File: src/cphex_pkg.sv
// Package for the content pattern escaper: character codes, result kinds, helper functions.
package cphex_pkg;

    // Character codes used by the escaper
    localparam logic [7:0] CH_QUOTE  = 8'h22;
    localparam logic [7:0] CH_BAR    = 8'h7C;
    localparam logic [7:0] CH_SPACE  = 8'h20;
    localparam logic [7:0] CH_TAB    = 8'h09;
    localparam logic [7:0] CH_BSLASH = 8'h5C;
    localparam logic [7:0] CH_LOWX   = 8'h78;

    // Pair tracking codes
    localparam logic [1:0] PHASE_NONE  = 2'd0;
    localparam logic [1:0] PHASE_DIGIT = 2'd1;
    localparam logic [1:0] PHASE_SPACE = 2'd2;

    // Result kinds
    localparam logic KIND_CHAR   = 1'b0;
    localparam logic KIND_STATUS = 1'b1;

    localparam int unsigned ESC_LEN = 4;
    localparam logic [15:0] COUNT_MAX = 16'hFFFF;

    typedef logic [ESC_LEN-1:0][7:0] char_vec_t;

    // Upper-case hex character for one nibble
    function automatic logic [7:0] hex_char(input logic [3:0] nib);
        logic [7:0] r;
        if (nib < 4'd10)
        begin
            r = 8'h30 + {4'd0, nib};
        end
        else
        begin
            r = 8'h37 + {4'd0, nib};
        end
        return r;
    endfunction

    function automatic logic is_digit(input logic [7:0] c);
        return (c >= 8'h30) && (c <= 8'h39);
    endfunction

    function automatic logic is_alnum(input logic [7:0] c);
        return is_digit(c) || ((c >= 8'h61) && (c <= 8'h7A)) || ((c >= 8'h41) && (c <= 8'h5A));
    endfunction

    function automatic logic is_hex(input logic [7:0] c);
        return is_digit(c) || ((c >= 8'h61) && (c <= 8'h66)) || ((c >= 8'h41) && (c <= 8'h46));
    endfunction

endpackage

File: src/content_pattern_to_hex_escape.sv
// Top level of the content pattern escaper: decode, result queue and output register.
//
// Usage: pattern bytes enter on the in channel (in_valid/in_ready, in_byte, in_last),
// one transaction per byte, in_last high on the final byte. Results leave on the out
// channel (out_valid/out_ready) one per transaction: item_kind 0 carries one escaped
// character in out_byte, item_kind 1 is the end-of-pattern status with fail and
// byte_count. run_last marks the final result caused by one input byte.
// Each byte is decoded in the cycle it is accepted and its results (0, 1, 2, 4 or 5)
// go into a job register; the output register then takes one result per cycle
// while the receiver is ready. The results of a byte pass through the job register
// and then the output register. The output port carries one result per cycle when
// the receiver does not stall; a byte that yields no result leaves the job register
// empty. The next byte is accepted in the cycle the last result of the current
// byte moves into the output register.
// Reset clears the pattern state (group mode, pending pair, count, error) and
// empties both registers. When the receiver stalls, the output register holds its
// result, the job register fills and in_ready drops until space frees up.
module content_pattern_to_hex_escape
(
    input  logic        clk,
    input  logic        rst_n,
    input  logic        in_valid,
    output logic        in_ready,
    input  logic [7:0]  in_byte,
    input  logic        in_last,
    output logic        out_valid,
    input  logic        out_ready,
    output logic        item_kind,
    output logic [7:0]  out_byte,
    output logic        run_last,
    output logic        fail,
    output logic [15:0] byte_count
);

    // Pattern state
    logic        in_group_reg,    in_group_next;
    logic [1:0]  pair_phase_reg,  pair_phase_next;
    logic [7:0]  first_digit_reg, first_digit_next;
    logic [15:0] count_reg,       count_next;
    logic        error_reg,       error_next;
    logic        at_start_reg,    at_start_next;

    // Job register: results of one accepted byte
    logic                   job_valid_reg,  job_valid_next;
    logic [2:0]             job_total_reg,  job_total_next;
    logic [2:0]             job_idx_reg,    job_idx_next;
    logic [2:0]             job_nchar_reg,  job_nchar_next;
    cphex_pkg::char_vec_t   job_chars_reg,  job_chars_next;
    logic                   job_fail_reg,   job_fail_next;
    logic [15:0]            job_count_reg,  job_count_next;

    // Output register
    logic        out_valid_reg,  out_valid_next;
    logic        out_kind_reg,   out_kind_next;
    logic [7:0]  out_byte_reg,   out_byte_next;
    logic        out_last_reg,   out_last_next;
    logic        out_fail_reg,   out_fail_next;
    logic [15:0] out_count_reg,  out_count_next;

    // Decode results for the byte at the input
    logic                 dec_take;
    logic [2:0]           dec_nchar;
    cphex_pkg::char_vec_t dec_chars;
    logic                 dec_fail;
    logic [15:0]          dec_count;
    logic [15:0]          cnt_bump;

    logic out_load;
    logic job_done;
    logic in_fire;

    assign out_load = job_valid_reg && (!out_valid_reg || out_ready);
    assign job_done = out_load && (job_idx_reg == job_total_reg - 3'd1);
    assign in_ready = !job_valid_reg || job_done;
    assign in_fire  = in_valid && in_ready;

    assign cnt_bump = (count_reg == cphex_pkg::COUNT_MAX) ? count_reg : count_reg + 16'd1;

    // Byte decode and next pattern state
    always_comb
    begin
        in_group_next    = in_group_reg;
        pair_phase_next  = pair_phase_reg;
        first_digit_next = first_digit_reg;
        count_next       = count_reg;
        error_next       = error_reg;
        at_start_next    = at_start_reg;
        dec_take         = 1'b0;
        dec_nchar        = 3'd0;
        dec_chars        = '0;
        dec_fail         = 1'b0;
        dec_count        = 16'd0;

        if (in_fire)
        begin
            if (!error_reg)
            begin
                if ((pair_phase_reg == cphex_pkg::PHASE_DIGIT) && (in_byte == cphex_pkg::CH_SPACE))
                begin
                    if (in_last)
                    begin
                        error_next = 1'b1;
                    end
                    else
                    begin
                        pair_phase_next = cphex_pkg::PHASE_SPACE;
                    end
                end
                else if (pair_phase_reg != cphex_pkg::PHASE_NONE)
                begin
                    // Pair completes: \x plus both characters as written
                    dec_nchar       = 3'd4;
                    dec_chars       = {in_byte, first_digit_reg,
                                       cphex_pkg::CH_LOWX, cphex_pkg::CH_BSLASH};
                    count_next      = cnt_bump;
                    pair_phase_next = cphex_pkg::PHASE_NONE;
                end
                else if ((at_start_reg || in_last) && (in_byte == cphex_pkg::CH_QUOTE))
                begin
                    // Enclosing quote dropped
                end
                else if (!in_group_reg)
                begin
                    if (cphex_pkg::is_alnum(in_byte))
                    begin
                        dec_nchar  = 3'd1;
                        dec_chars  = {24'd0, in_byte};
                        count_next = cnt_bump;
                    end
                    else if (in_byte == cphex_pkg::CH_BAR)
                    begin
                        in_group_next = 1'b1;
                    end
                    else
                    begin
                        dec_nchar  = 3'd4;
                        dec_chars  = {cphex_pkg::hex_char(in_byte[3:0]),
                                      cphex_pkg::hex_char(in_byte[7:4]),
                                      cphex_pkg::CH_LOWX, cphex_pkg::CH_BSLASH};
                        count_next = cnt_bump;
                    end
                end
                else
                begin
                    if (cphex_pkg::is_hex(in_byte))
                    begin
                        if (in_last)
                        begin
                            error_next = 1'b1;
                        end
                        else
                        begin
                            first_digit_next = in_byte;
                            pair_phase_next  = cphex_pkg::PHASE_DIGIT;
                        end
                    end
                    else if ((in_byte == cphex_pkg::CH_SPACE) || (in_byte == cphex_pkg::CH_TAB))
                    begin
                        // Blank inside a group is eaten
                    end
                    else if (in_byte == cphex_pkg::CH_BAR)
                    begin
                        in_group_next = 1'b0;
                    end
                    else
                    begin
                        error_next = 1'b1;
                    end
                end
            end
            at_start_next = 1'b0;
            dec_take      = in_last || (dec_nchar != 3'd0);

            // Status uses the state before the end-of-pattern reset
            dec_fail  = error_next;
            dec_count = count_next;

            // Pattern end: back to the reset state
            if (in_last)
            begin
                in_group_next    = 1'b0;
                pair_phase_next  = cphex_pkg::PHASE_NONE;
                first_digit_next = 8'd0;
                count_next       = 16'd0;
                error_next       = 1'b0;
                at_start_next    = 1'b1;
            end
        end
    end

    // Job register control
    always_comb
    begin
        job_valid_next = job_valid_reg;
        job_total_next = job_total_reg;
        job_idx_next   = job_idx_reg;
        job_nchar_next = job_nchar_reg;
        job_chars_next = job_chars_reg;
        job_fail_next  = job_fail_reg;
        job_count_next = job_count_reg;

        if (out_load)
        begin
            job_idx_next = job_idx_reg + 3'd1;
        end
        if (job_done)
        begin
            job_valid_next = 1'b0;
        end
        if (dec_take)
        begin
            job_valid_next = 1'b1;
            job_idx_next   = 3'd0;
            job_nchar_next = dec_nchar;
            job_total_next = dec_nchar + {2'd0, in_last};
            job_chars_next = dec_chars;
            job_fail_next  = dec_fail;
            job_count_next = dec_fail ? 16'd0 : dec_count;
        end
    end

    // Output register control
    always_comb
    begin
        out_valid_next = out_valid_reg;
        out_kind_next  = out_kind_reg;
        out_byte_next  = out_byte_reg;
        out_last_next  = out_last_reg;
        out_fail_next  = out_fail_reg;
        out_count_next = out_count_reg;

        if (out_valid_reg && out_ready)
        begin
            out_valid_next = 1'b0;
        end
        if (out_load)
        begin
            out_valid_next = 1'b1;
            out_last_next  = (job_idx_reg == job_total_reg - 3'd1);
            if (job_idx_reg < job_nchar_reg)
            begin
                out_kind_next  = cphex_pkg::KIND_CHAR;
                out_byte_next  = job_chars_reg[job_idx_reg[1:0]];
                out_fail_next  = 1'b0;
                out_count_next = 16'd0;
            end
            else
            begin
                out_kind_next  = cphex_pkg::KIND_STATUS;
                out_byte_next  = 8'd0;
                out_fail_next  = job_fail_reg;
                out_count_next = job_count_reg;
            end
        end
    end

    // Control and state registers
    always_ff @(posedge clk or negedge rst_n)
    begin
        if (!rst_n)
        begin
            in_group_reg    <= 1'b0;
            pair_phase_reg  <= cphex_pkg::PHASE_NONE;
            first_digit_reg <= 8'd0;
            count_reg       <= 16'd0;
            error_reg       <= 1'b0;
            at_start_reg    <= 1'b1;
            job_valid_reg   <= 1'b0;
            job_idx_reg     <= 3'd0;
            job_total_reg   <= 3'd0;
            job_nchar_reg   <= 3'd0;
            out_valid_reg   <= 1'b0;
        end
        else
        begin
            in_group_reg    <= in_group_next;
            pair_phase_reg  <= pair_phase_next;
            first_digit_reg <= first_digit_next;
            count_reg       <= count_next;
            error_reg       <= error_next;
            at_start_reg    <= at_start_next;
            job_valid_reg   <= job_valid_next;
            job_idx_reg     <= job_idx_next;
            job_total_reg   <= job_total_next;
            job_nchar_reg   <= job_nchar_next;
            out_valid_reg   <= out_valid_next;
        end
    end

    // Payload registers
    always_ff @(posedge clk)
    begin
        job_chars_reg <= job_chars_next;
        job_fail_reg  <= job_fail_next;
        job_count_reg <= job_count_next;
        out_kind_reg  <= out_kind_next;
        out_byte_reg  <= out_byte_next;
        out_last_reg  <= out_last_next;
        out_fail_reg  <= out_fail_next;
        out_count_reg <= out_count_next;
    end

    assign out_valid  = out_valid_reg;
    assign item_kind  = out_kind_reg;
    assign out_byte   = out_byte_reg;
    assign run_last   = out_last_reg;
    assign fail       = out_fail_reg;
    assign byte_count = out_count_reg;

    // A job with results still to send is never overwritten
    a_job_hold: assert property (@(posedge clk) disable iff (!rst_n)
        (job_valid_reg && !job_done) |-> !in_ready)
        else $error("job register overwritten before drained");

    // The result index stays inside the job
    a_job_idx: assert property (@(posedge clk) disable iff (!rst_n)
        job_valid_reg |-> (job_idx_reg < job_total_reg))
        else $error("job index beyond job length");

    // A status result always closes the results of its byte
    a_status_last: assert property (@(posedge clk) disable iff (!rst_n)
        (out_valid_reg && (out_kind_reg == cphex_pkg::KIND_STATUS)) |-> out_last_reg)
        else $error("status result not marked last");

    // A failing status carries no count
    a_fail_count: assert property (@(posedge clk) disable iff (!rst_n)
        (out_valid_reg && out_fail_reg) |-> (out_count_reg == 16'd0))
        else $error("failing status with nonzero count");

    // Pattern end leaves the decoder in its start state
    a_end_reset: assert property (@(posedge clk) disable iff (!rst_n)
        (in_fire && in_last) |=> (at_start_reg && !error_reg && (count_reg == 16'd0)
                                  && (pair_phase_reg == cphex_pkg::PHASE_NONE)))
        else $error("state not cleared after pattern end");

endmodule
File: config.mk
export PLATFORM = sky130hd
export DESIGN_NAME = content_pattern_to_hex_escape
export DESIGN_NICKNAME = d
export VERILOG_FILES = /design/src/cphex_pkg.sv /design/src/content_pattern_to_hex_escape.sv
export SDC_FILE = /design/constraint.sdc
export NUM_CORES = 1
export LEC_CHECK = 0
export ABC_AREA = 1
export BUFFER_PORTS_ARGS = -buffer_cell sky130_fd_sc_hd__buf_2
export CORE_MARGIN = 2
export CORE_UTILIZATION = 60
export DETAILED_ROUTE_END_ITERATION = 6
export PLACE_DENSITY = 0.9
export SKIP_CTS_REPAIR_TIMING = 1
export SKIP_LAST_GASP = 1
export SLEW_MARGIN = 20
export SYNTH_ARGS = -nofsm -noshare
export SYNTH_HDL_FRONTEND = slang
export SYNTH_SLANG_ARGS = --single-unit
File: constraint.sdc
create_clock -name clk -period 3.7 [get_ports clk]
set_clock_uncertainty 0.15 [all_clocks]
set_input_delay 0.37 -clock clk [delete_from_list [all_inputs] [get_ports clk]]
set_output_delay 0.37 -clock clk [all_outputs]
set_load 0.02 [all_outputs]
==> out/metrics.cfg <==
[route]
dr.pass1.iters=5
drc_errors=0
drt_iter0_markers=578
wl_per_cell_um=15.5
routed_wl_mm=13.2
via_per_inst=5.74
ant_nets=0
dr_total_vias=4905

[yosys]
yosysTopAreaCellShare=0.359
yosys.area_share.simple=0.276
synth_xor_area_frac=0.00910
synth_compound_area_frac=0.0875
yosys_warnings=0
synth_common_cells=nand2_1 (173), nor2_1 (88), inv_1 (72)
yosys.area.top_type=edfxtp_1
synthAdderAreaFrac=0.0303
synth_cells=679
synth.yosys.seq_area_share=0.524
synthTopCellsByArea=edfxtp_1 (36%), dfrtp_1 (16%), nand2_1 (11%), nor2_1 (5.7%), inv_1 (4.7%)
synth_seq_cells=107
synthMuxAreaShare=0
syn_area_per_cell_um2=8.51
synth_cell_types=39
syn_area_mm2=0.00578
syn-num-nets=706
synth_ff_type=edfxtp_1
yosys.cell_count.top_type=nand2_1
async_reset_ff_frac=0.355
synth_top_family_by_area=simple AND/OR/NAND/NOR gates
synth_edf_count=69

[min_path]
hold_class=in2async

[grt]
grt_pass1_vias=4487
grt_pass1_wl_mm=21.6
overflow=0
grt_start_max_net_pins=52
grt_usage=0.267
antenna_found_initial=0

[pwr]
power.clock.fraction=0.156
switching_power_mw=1.89
sw_frac_of_total=0.423
power_mw=4.47
leakage_nw=2.81
seqPwrFrac=0.449
cellPowerDensity_mw_per_mm2=710
p_int_mw=2.58
ir_worst_vdd_uv=324
pwr-share-comb=0.395

[floorplanning]
core-area_mm2=0.00928
rows=35
die-area_mm2=0.0104
die_h_um=102
dieWidth_um=102
ioPinCount=42
initial_core_util=0.622

[worst_setup_path]
critical-path-top-delay-family=simple AND/OR/NAND/NOR gates
cp_num_buf_inv=4
path_max_fanout=51
slowest_delay_ns=0.48
cpMostUsedCell=nand2_1
path_cells=inv_1 -> ha_1 -> inv_1 -> nand2_1 -> nand2_1 -> xor2_1 -> nand3_1 -> inv_2 -> nand2_1 -> nand2_1 -> nand2_1 -> nor2_4 -> nand2_1 -> nand2_2 -> buf_4
crit_arrival_ns=3.19
startpoint_type=flip-flop
worstSetupPathType=reg2reg
end_kind=flip-flop
crit_slowest_cell=buf_4
cp.required_ns=3.58

[placement]
port_buffers=41
place.gp.congestion=0.930
place_hpwl_mm=9.41

[layout]
drive_gt1_frac=0.154
ff_latch_area_mm2=0.00302
fillers=753
area_delta_synth_final_pct=8.99
nets=748
antenna_cells=0
largest_reg_flops=25
multiInputGateArea_mm2=0.00233

[timing]
rsz0062_at_grt=false
hold_viol_final=37
slew_viol_final=0
timing.fmax_ghz=0.302
whs_ns=-0.0372
final-setup-viol-count=0
fin_crit_sh=0.896
tns_ns=0
max-slew-margin-rel=0.373
worstMarginPinSlew_ns=0.941
final.min_clock_period_ns=3.32

[clocking]
cts.sinks=107
root_buffer=clkbuf_8
htreeDepth=3
clk_latency_ns=0.39
numCtsBuffers=9
cts_tree=done
clockBufferDepth=2
clkSlewWorstSetupHoldPaths_ns=0.10

[run_status]
status=finished, violations left
violations=negative hold slack

[job]
maxCapViolations=0

## power by group through the flow
| stage | registers (mW) | logic [mW] | clock network [mW] |
|---|---|---|---|
| 6_report | 2.01 | 1.76 | 0.697 |
| 5_1_grt | 2.05 | 1.95 | 0.737 |
| 4_1_cts | 2.01 | 1.74 | 0.701 |
| 3_5_place_dp | 2.03 | 1.72 | 0 |
| 3_3_place_gp | 2.01 | 1.63 | 0 |
| 2_1_floorplan | 2.20 | 1.06 | 0 |
## layout by cell type, fill, tap and decap left out, types with 6 or more instances in the layout
| cell | n |
|---|---|
| buf_2 | 41 |
| o21ai_0 | 28 |
| clkbuf_8 | 9 |
| nand4_1 | 17 |
| a21oi_1 | 22 |
| ha_1 | 14 |
| a31oi_1 | 8 |
| buf_4 | 6 |
| nor2_2 | 8 |
| edfxtp_1 | 69 |
| dfrtp_1 | 37 |
| o21ai_1 | 7 |
| inv_1 | 72 |
| nand2_2 | 6 |
| nand3_1 | 46 |
| nand2_1 | 172 |
| inv_2 | 15 |
| o21ai_2 | 6 |
| nor2_1 | 88 |
| nor3_1 | 11 |
| xor2_1 | 6 |
## per-stage QoR
stage	hold WS [ns]	utilization	cells	cell area [µm²]	setup WS (ns)
floorplan	-0.0756	-	679	5780	0.0753
global placement	0.319	0.658	839	6100	0.644
detailed placement	0.313	0.658	839	6100	0.509
CTS	-0.0154	0.678	855	6300	0.470
global route	0.0399	0.678	855	6300	0.178
finish	-0.0372	0.678	855	6300	0.383
## worst paths after layout
kind | cells past startpoint | start | slack, ns | to
min in group clk | 3 | in_byte[5] | 0.13 | first_digit_reg[5]
setup / recovery | 15 | job_total_reg[0] | 0.38 | job_count_reg[13]
hold reg to reg | 2 | at_start_reg | 0.33 | at_start_reg
hold / removal | 1 | rst_n | -0.04 | first_digit_reg[6]
setup reg to reg | 15 | job_total_reg[0] | 0.38 | job_count_reg[13]
max in group asynchronous | 1 | rst_n | 2.84 | in_group_reg
## worst reg2reg max path, cell delays in order (launching register included)
cell     delay, ns
dfrtp_1       0.40
inv_1         0.08
ha_1          0.24
inv_1         0.07
nand2_1       0.06
nand2_1       0.07
xor2_1        0.16
nand3_1       0.13
inv_2         0.08
nand2_1       0.05
nand2_1       0.11
nand2_1       0.33
nor2_4        0.33
nand2_1       0.14
nand2_2       0.08
buf_4         0.48
## cells by family (layout without fill, tap and decap cells)
group	after synthesis	count (layout)
other	1	1
adders and majority gates	14	14
and+or+nand+nor	361	361
AOI/OAI and AO/OA	85	85
xor gates and xnor gates	6	6
buffers and inverters	105	152
DFF	107	107
## layer usage
layer	vias to the layer above	part of all wire	GRT usage	wire length, µm
li1	2326	-	-	-
met1	2253	0.42	0.359	5560
met2	293	0.47	0.436	6180
met3	33	0.090	0.0520	1200
met4	0	0.022	0.0954	285
met5	-	0	0	0
## cell type report
type / count / share of cell area
multi-input cells: 467 / 0.371
well taps: 129 / 0.0256
inverters: 89 / 0.0531
flip-flops and latches: 107 / 0.480
clock buffers: 9 / 0.0197
repair buffers: 47 / 0.0397
clock inverters: 7 / 0.0107
Power figures use the tool's default switching activity.
